File: config.mk
export PLATFORM = sky130hd
export DESIGN_NAME = mtf_cell
export DESIGN_NICKNAME = d
export VERILOG_FILES = /design/src/mtf_pkg.sv /design/src/mtf_cell.sv
export SDC_FILE = /design/constraint.sdc
export NUM_CORES = 1
export LEC_CHECK = 0
export ABC_AREA = 1
export BUFFER_PORTS_ARGS = -buffer_cell sky130_fd_sc_hd__buf_4
export CAP_MARGIN = 15
export CELL_PAD_IN_SITES_DETAIL_PLACEMENT = 2
export CELL_PAD_IN_SITES_GLOBAL_PLACEMENT = 2
export CORE_AREA = 2 2 73 88
export CTS_BUF_LIST = sky130_fd_sc_hd__clkbuf_16
export CTS_CLUSTER_SIZE = 20
export DETAILED_ROUTE_END_ITERATION = 8
export DIE_AREA = 0 0 75 90
export GPL_ROUTABILITY_DRIVEN = 0
export PLACE_DENSITY_LB_ADDON = 0.2
export REMOVE_ABC_BUFFERS = 1
export SLEW_MARGIN = 20
export SYNTH_ARGS = -nofsm -noshare
export SYNTH_HDL_FRONTEND = slang
export SYNTH_SLANG_ARGS = --single-unit
export TNS_END_PERCENT = 1
File: constraint.sdc
create_clock -name clk -period 2.5 [get_ports clk]
set_clock_uncertainty 0.1 [all_clocks]
set_input_delay 0.375 -clock clk [delete_from_list [all_inputs] [get_ports clk]]
set_output_delay 0.375 -clock clk [all_outputs]
set_load 0.005 [all_outputs]
File: src/mtf_pkg.sv
package mtf_pkg;

  localparam int SYM_W    = 8;
  localparam int LIST_LEN = 1 << SYM_W;

  typedef logic [SYM_W-1:0] sym_t;

  typedef struct packed {
    logic valid;
    logic sob;
    logic found;
    sym_t sym;
    sym_t carry;
    sym_t rank;
  } tok_t;

  function automatic sym_t init_value(input sym_t pos);
    sym_t v;
    v = pos;
    if (!pos[SYM_W-1]) begin
      v[SYM_W-2 -: 2] = ~pos[SYM_W-2 -: 2];
    end
    return v;
  endfunction

endpackage

File: src/mtf_cell.sv
module mtf_cell #(
  parameter int IDX = 0
) (
  input  logic          clk,
  input  logic          rst_n,
  input  logic          en,
  input  mtf_pkg::tok_t tok_i,
  output mtf_pkg::tok_t tok_o
);
  import mtf_pkg::*;

  localparam sym_t POS = SYM_W'(IDX);

  sym_t val_r;
  sym_t val_nxt;
  sym_t cur;
  tok_t tok_r;
  tok_t tok_nxt;

  always_comb begin
    cur     = tok_i.sob ? init_value(POS) : val_r;
    val_nxt = val_r;
    tok_nxt = tok_i;
    if (tok_i.valid) begin
      val_nxt = cur;
      if (!tok_i.found) begin
        val_nxt       = tok_i.carry;
        tok_nxt.carry = cur;
        if (cur == tok_i.sym) begin
          tok_nxt.found = 1'b1;
          tok_nxt.rank  = POS;
        end
      end
    end
  end

  always_ff @(posedge clk) begin
    if (!rst_n) begin
      val_r <= init_value(POS);
      tok_r <= '0;
    end else if (en) begin
      val_r <= val_nxt;
      tok_r <= tok_nxt;
    end
  end

  assign tok_o = tok_r;

  a_take_carry: assert property (@(posedge clk) disable iff (!rst_n)
    (en && tok_i.valid && !tok_i.found) |=> (val_r == $past(tok_i.carry)))
    else $error("cell did not take the carried word");

  a_hit_marks: assert property (@(posedge clk) disable iff (!rst_n)
    (en && tok_i.valid && !tok_i.found && cur == tok_i.sym)
      |=> (tok_r.found && tok_r.rank == POS))
    else $error("hit not marked with this position");

  a_rank_bound: assert property (@(posedge clk) disable iff (!rst_n)
    (tok_r.valid && tok_r.found) |-> (tok_r.rank <= POS))
    else $error("rank beyond this cell");

endmodule

==> impl_summary.md, run 1 <==
Critical path
The register-to-register setup slack is about 0.9 ns. The category of the most critical setup path is in2reg. The critical path startpoint is tok_i[25]. The worst register-to-register path begins at val_r[1]. The kind of end point of the critical path is a register. STA classifies the critical path startpoint as a primary input. The highest fanout seen on the critical path is 11. The arrival time reported for the critical path endpoint is 1.64 ns. The required time reported for the critical path endpoint is 2.55 ns. The capture point of the worst reg-to-reg path is tok_o[5]. The worst-case reg-to-reg path depth is 9.

Clocking
The H-tree depth reported by CTS is 2. Counting the buffers created by CTS gives 5. The number of gates resized after CTS was 0. After clock tree synthesis, the clock-pin slew on the worst setup and hold paths is 0.05 ns. The buffer cell driving the clock tree root is sky130_fd_sc_hd__clkbuf_16. The number of clock sinks seen by CTS is 35. The number of buffers inserted for hold repair after clock tree synthesis is 0.

The clock reaches the later pin of the worst-skew pair after 0.28 ns. The maximum root-to-sink buffer count is 2. The number of buffers inserted by post-CTS setup repair is 0. The TritonCTS clock tree is yes.

Floorplanning
The die covers 0.006750 sq mm. The core region is 0.005934 sq mm. The die is 90 um tall. Row generation in the floorplan step produced 31 rows.

The die outline width is 75 um. Once the floorplan was initialized, standard cells occupied 27.03% of the core. Pin placement for this block handled 57 I/O pins.

Synth
For this run, the number of Yosys warnings is 0. The post-synthesis instance area is 0.001604 sq mm. In this run, distinct cell masters in the synthesized netlist total 24. Summing the areas of all and, or, nand and nor instances in the mapped netlist gives 21.68% of the synthesized area. Synthesis produced 224 cells. The most used standard cell by instance count after synthesis is sky130_fd_sc_hd__nand2_1.

The cell type with the highest aggregate area in the netlist is sky130_fd_sc_hd__dfxtp_1. The top cell type's share of synthesized area is 43.68%. Measured against the total synthesized area, the mux share comes to 0%. For this run, asynchronously set or reset flops after synthesis account for 0%. After Yosys synthesis, full adders, half adders and majority gates account for 0% of the synthesized area.

Counting flops with a built-in enable in the synthesized netlist gives 0. After synthesis, the mean cell area works out to 7.161 sq um. The xor/xnor share of the synthesized area is 2.106%. The compound-gate portion of the synthesized area is 23.48%.

By area the synthesized netlist is led by sky130_fd_sc_hd__dfxtp_1, sky130_fd_sc_hd__nand2_1, sky130_fd_sc_hd__a21oi_1, sky130_fd_sc_hd__o21ai_0, sky130_fd_sc_hd__inv_1. Sorting the synthesized cells by how often they occur yields sky130_fd_sc_hd__nand2_1, sky130_fd_sc_hd__a21oi_1, sky130_fd_sc_hd__dfxtp_1, sky130_fd_sc_hd__o21ai_0, sky130_fd_sc_hd__inv_1. The share of the Yosys chip area taken by registers is 43.68%. The primary flip-flop cell chosen by synthesis mapping is sky130_fd_sc_hd__dfxtp_1.

After synthesis the netlist holds a flip-flop and latch count of 35. By area, the combinational part of the netlist is dominated by compound AO/OA/AOI/OAI gates.

Timing
The time the worst path needs with I/O delays and setup is approximately 1.6 ns. The transition time of the tightest slew-check pin is 0.5751 ns. The final critical-path share of the clock period is 63.74%.

Setup repair after global routing left no endpoint under its margin. The final sum of negative setup slack is 0 ns. The final worst slack is 0.9064 ns. The highest attainable clock frequency is 627.5 MHz.

The headroom to the max-slew limit is 61.42%. Setup violations remaining at the end of the flow were counted as 0. The count of pins over their slew limit came to 0.

The final number of hold-violating endpoints is 0.

Route
Summing over every cut layer, the via total after detailed routing is 1682. Once detail routing completed, the nets flagged for antenna violations numbered 0. Wires add up to roughly 5.3 mm. The average wire length per cell after detail routing is 14.70 um. The DRC violation count after routing is 0. The length of the first detailed-routing pass in iterations is 4. The iteration-0 DRC count of the detailed router is 49.

The routed via count divided by cell count is 4.672.

Power
Of the total power, the share spent switching nets is 25.79%. The share of total power dissipated in the clock network is about two fifths. The portion of total power attributed to sequential cells is 43.1%.

The analysis attributes to net switching a power of 0.0003671 W. IR analysis of the VDD net gives a maximum drop of roughly 250 uV. The leakage power is 1.028 nW. The internal portion of the total power is 0.001056 W. In this run the power density over the cells is 640.1 mW/mm^2. Overall power consumption after layout is estimated at 0.001423 W.

The portion of total power attributed to combinational logic is 14.9%.

Worst hold path
The startpoint identified for the worst hold timing path is tok_i[21]. The number of cells on the worst hold path is 3. The endpoint of the worst hold-timing path is tok_o[21]. The worst hold path belongs to the class in2reg.

Placement
The number of port buffers is 56. OpenSTA, run right after detailed placement, puts the worst setup slack at ~0.57 ns. The half-perimeter wire length after detailed placement is approximately 3.8 mm.

GRT
The overall routing resource usage is 16.51%. The initial antenna violation count came to 0. The via count of the first global-routing pass is 1767. After global routing the overflow that remains totals 0. Entering global routing, the biggest net connects 30 pins. The first global-routing pass estimated 8.542 mm of wire.

Cells and area
The diode insertion count for antenna repair is 0. The register cell area after layout is 700.7 sq um. The area of combinational cells with multiple inputs is 758.2 sq um. Of the cells placed in the final design, the portion with a size suffix greater than 1 is 26.98%. From synthesis to final layout, the design area changed by 38.61%.

The fill cell instance count of the final layout is 739. The post-layout net count is 307.

Outcome
The flow ran to the end, and the final reports show no timing, DRC or antenna violations.

Run
The reported max-cap violation count is 0.
==> stage by stage <==
stage	std cells	util (%)	instance area, sq um	hold WS [ns]
after floorplan	212	-	1545	0.3440
after global placement	352	35.10	2083	0.3631
after detailed placement	352	35.10	2083	0.3599
after CTS	360	37.47	2223	0.2596
after global routing	360	37.47	2223	0.2910
final	360	37.47	2223	0.2638
==> layer usage <==
layer	GRT usage [%]	part of all wire (%)	vias to the layer above
li1	-	-	838
met1	18.94	41	802
met2	29.75	53	37
met3	3.475	4.6	5
met4	4.464	1.2	0
met5	0	0	-
==> power by group through the flow <==
stage	sequential [W]	combinational [W]	clock, W
2_1_floorplan	0.000625	0.0000864	0
4_1_cts	0.000614	0.000218	0.000611
3_5_place_dp	0.000626	0.000215	0
6_report	0.000614	0.000212	0.000597
5_1_grt	0.000619	0.000239	0.000633
3_3_place_gp	0.000625	0.000209	0
==> state kept, by name, indices dropped and copies added, names as in the netlist <==
signal	cells
val_r	8
tok_o	27
==> how the worst max path moves through the flow <==
stage | endpoint | slack (ns) | depth (start not counted)
3_5_place_dp | tok_o[6] | 0.57 | 11
2_1_floorplan | tok_o[0] | 1.06 | 10
6_report | tok_o[5] | 0.91 | 11
3_3_place_gp | tok_o[4] | 0.61 | 11
4_1_cts | tok_o[6] | 0.86 | 11
5_1_grt | tok_o[5] | 0.72 | 11
==> area by class of cell <==
class	count	share of cell area, %
Clock buffer	5	5.627
Clock inverter	3	0.6753
Inverter	23	3.883
Multi-Input combinational cell	154	34.10
Sequential cell	35	31.51
Tap cell	82	4.615
Timing Repair Buffer	58	19.58
==> critical path, cell delays in order <==
cell and delay, ns:
sky130_fd_sc_hd__buf_4 0.15, sky130_fd_sc_hd__inv_2 0.21, sky130_fd_sc_hd__nand2_2 0.09, sky130_fd_sc_hd__nand2_1 0.07, sky130_fd_sc_hd__nand2_1 0.05, sky130_fd_sc_hd__nor2_1 0.12
sky130_fd_sc_hd__nand2_1 0.07, sky130_fd_sc_hd__nor2_2 0.17, sky130_fd_sc_hd__nand3_4 0.15, sky130_fd_sc_hd__nand2_1 0.11, sky130_fd_sc_hd__a21oi_1 0.06
==> placed cells by master, fill, tap and decap left out, types with 2 or more instances in the layout <==
master	instances
sky130_fd_sc_hd__a21oi_1	40
sky130_fd_sc_hd__clkinv_2	3
sky130_fd_sc_hd__inv_1	20
sky130_fd_sc_hd__clkbuf_16	5
sky130_fd_sc_hd__a221oi_1	3
sky130_fd_sc_hd__buf_4	58
sky130_fd_sc_hd__nand2_1	54
sky130_fd_sc_hd__clkinv_1	2
sky130_fd_sc_hd__nand3_2	2
sky130_fd_sc_hd__o21ai_0	26
sky130_fd_sc_hd__dfxtp_1	35
sky130_fd_sc_hd__nor2_1	14
sky130_fd_sc_hd__nand3_1	4
sky130_fd_sc_hd__a31oi_1	2
==> cells by family (layout without fill, tap and decap cells) <==
group,after synthesis,in the layout
buf+inv,35,89
xor+xnor,3,3
compound gates,72,72
flops,35,35
simple gates,79,79
(Power assumes the default switching activity.)
==> inputs of run 2 (changes only) <==
Settings changed: CORE_AREA 2 2 73 88 to 2 2 80 97, DIE_AREA 0 0 75 90 to 0 0 82 99.
Clock period 2.5 ns to 1.3 ns, I/O delays scaled along.
==> impl_summary.md, run 2 (synthesized netlist as in run 1, its figures left out) <==
Cells and area
The diode insertion count for antenna repair came to 0 (unchanged). The flip-flop count of the largest register after layout is 27 (unchanged). The most common cell after layout, fill and taps aside was sky130_fd_sc_hd__buf_4 (unchanged). The utilization after layout was 35.29% (was 37.47%).

Most frequent cells in the layout: sky130_fd_sc_hd__buf_4, sky130_fd_sc_hd__nand2_1, sky130_fd_sc_hd__a21oi_1 (unchanged). The post-layout net count came to 337 (was 307). The fraction of layout instances using a drive strength above 1 came to 39.61% (was 26.98%). The fill cell instance count of the final layout is 866 (was 739). The post-route non-filler standard cell count is 398 (was 360).

The layout overhead on the synthesized area came to 57.25% (was 38.61%).

Critical path
The delay of the slowest cell on the worst path is 0.31 ns (was 0.21 ns). The cell family contributing the most delay on the critical path is simple AND/OR/NAND/NOR gates (unchanged). The highest fanout seen on the critical path was 8 (was 11). The required time reported for the critical path endpoint is 1.37 ns (was 2.55 ns). Worst-path cell chain: inv_2 > nor2_4 > buf_6 > nand2_2 > o211ai_1 > nor2_2 > nand3_4 > nand2_2 > a21oi_1 (was buf_4 > inv_2 > nand2_2 > nand2_1 > nand2_1 > nor2_1 > nand2_1 > nor2_2 > nand3_4 > nand2_1 > a21oi_1). The worst-case reg-to-reg path depth was 9 (unchanged). The cell repeated most along the worst path was sky130_fd_sc_hd__nand2_2 (was sky130_fd_sc_hd__nand2_1). The standard cell with the maximum stage delay on the critical path was sky130_fd_sc_hd__dfxtp_2 (was sky130_fd_sc_hd__inv_2).

The startpoint type of the worst setup path was a register (was primary input). The category of the most critical setup path is reg2reg (was in2reg). The kind of end point of the critical path is a register (unchanged). The arrival time reported for the critical path endpoint is 1.50 ns (was 1.64 ns). The critical path depth is 9 (was 11). The buffering stage count on the worst path with inverters included is 2 (unchanged).

Power
The portion of total power attributed to combinational logic is 17.5% (was 14.9%). The switching component of the power is 0.0007425 W (was 0.0003671 W). The areal power density over the cells is 1122 mW/mm^2 (was 640.1 mW/mm^2). The leakage power came to 1.179 nW (was 1.028 nW). The portion of total power attributed to sequential cells is 41.8% (was 43.1%). The share of total power in the clock network is 40.7% (was 42.0%). The switching share of power was 26.23% (was 25.79%).

The internal power is 0.002088 W (was 0.001056 W). The largest voltage drop on the vdd net is 495.3 uV (was 247.5 uV).

Clocking
The clock input transition at the sequential cells of the worst setup and hold paths is 0.06 ns (was 0.05 ns). The H-tree depth reported by CTS was 2 (unchanged). The number of clock sinks seen by CTS is 35 (unchanged).

The number of buffers inserted for hold repair after clock tree synthesis came to 0 (unchanged). The TritonCTS clock tree is yes (unchanged). The total clock buffers created by CTS is 5 (unchanged). The clock insertion delay at the later pin of the skew report was 0.28 ns (about the same). The maximum root-to-sink buffer count is 2 (unchanged).

The buffer cell driving the clock tree root is sky130_fd_sc_hd__clkbuf_16 (unchanged).

GRT
The via count of the first global-routing pass is 1938 (was 1767). The largest net degree at the start of global routing is 18 (was 30). The met1 track demand over resource in global routing is 17.86% (was 18.94%). The met3 track demand over resource was 3.571% (was 3.475%).

The most heavily used metal layer in global routing is met2 (unchanged). The global-route wire length before repair is 9.473 mm (was 8.542 mm). The overall routing resource usage is 15.46% (was 16.51%). The initial antenna violation count was 0 (unchanged). The final global-route overflow total is 0 (unchanged). The met2 track demand over resource in global routing is 27.45% (was 29.75%).

Route
The DRC violation count after routing is 0 (unchanged). The number of routed nets with antenna violations is 0 (unchanged). The via count came to 1807 (was 1682).

The iteration-0 DRC count of the detailed router is 53 (was 49). The routed wire length was 5.839 mm (was 5.291 mm). The routed via count divided by cell count is 4.540 (was 4.672). The average wire length per cell after detail routing is 14.67 um (was 14.70 um). The length of the first detailed-routing pass in iterations is 3 (was 4).

Timing
The headroom to the max-slew limit is 70.47% (was 61.42%). Setup repair after global routing missed its margin: true (was false). The final number of hold-violating endpoints is 0 (unchanged). Based on the critical path, the design can be clocked at up to approximately 700 MHz. The final critical-path share of the clock period is 109.8%. The smallest hold slack is 0.06092 ns (was 0.2638 ns). The count of pins over their slew limit is 0 (unchanged). The transition time of the tightest slew-check pin is 0.4403 ns (was 0.5751 ns). Counting I/O delays and the setup requirement, the final critical path takes 1.427 ns. The final worst slack is -0.1275 ns (was 0.9064 ns). The number of setup violations in the final report is 9 (was 0).

Worst hold path
The number of cells on the worst hold path is 3 (unchanged). The worst min-delay path class was in2reg (unchanged).

Placement
The half-perimeter wire length after detailed placement came to 4.415 mm (was 3.776 mm). The worst setup timing slack at the placement stage is -0.2875 ns (was 0.5711 ns). The number of port buffers is 56 (unchanged). The post-placement cell count is 387 (was 352).

Run
The reported max-cap violation count was 0 (unchanged).

Floorplanning
The number of top-level pins is 57 (unchanged). The number of rows created at floorplan is 34 (was 31). The die outline height came to 99 um (was 90 um). The die area is 0.008118 sq mm (was 0.006750 sq mm). The core area is 0.007147 sq mm (was 0.005934 sq mm). The effective utilization at floorplan is 22.44% (was 27.03%). The die outline width is 82 um (was 75 um).

Outcome
Status: finished, violations left (was completed). The checks that failed: negative setup slack.
-- run 2: worst paths after layout --
kind | start | end | slack, ns
max | val_r[1] | tok_o[6] | -0.13
min | tok_i[21] | tok_o[21] | 0.06
max reg2reg | val_r[1] | tok_o[6] | -0.13
min reg2reg | tok_o[12] | tok_o[12] | 0.37
-- run 2: power groups by stage --
stage                     Sequential, W  Combinational [W]  Clock (W)
after floorplan                 0.00120           0.000166          0
after global placement          0.00120           0.000471          0
after detailed placement        0.00120           0.000482          0
after CTS                       0.00118           0.000496    0.00117
after global routing            0.00119           0.000557    0.00122
final                           0.00118           0.000496    0.00115
-- run 2: repair_timing --
action | CTS | global route
buffers inserted | 2 | 1
pin swaps | 10 | 5
resized for setup | 13 | 11
endpoints found under the setup margin | 9 | 11
-- run 2: per-layer routing --
layer / share of wire [%] / vias up
met4: 1.2 / 0
li1: - / 895
met2: 51 / 41
met5: 0 / -
met3: 5.5 / 5
met1: 42 / 866
-- run 2: metrics by stage --
step	power [W]	TNS [ns]	instance area, sq um
detailed placement	0.001685	-2.479	2308
CTS	0.002852	-0.9921	2485
floorplan	0.001368	0	1545
finish	0.002831	-0.9523	2522
global route	0.002968	-1.899	2522
global placement	0.001673	-2.064	2308
-- run 2: cell type report --
type / instances / area, sq um / area share [%]
multi-input combinational: 154 / 800.8 / 31.75
sequential: 35 / 705.7 / 27.98
timing repair buffer: 88 / 680.7 / 26.98
clock buffer: 5 / 125.1 / 4.960
tap: 90 / 112.6 / 4.464
inverter: 23 / 86.33 / 3.423
clock inverter: 3 / 11.26 / 0.4464
-- run 2: tightest hold or removal path, delay by kind of cell --
kind	cells	cell delay, ns
simple gates	2	0.12
buf+inv	1	0.09
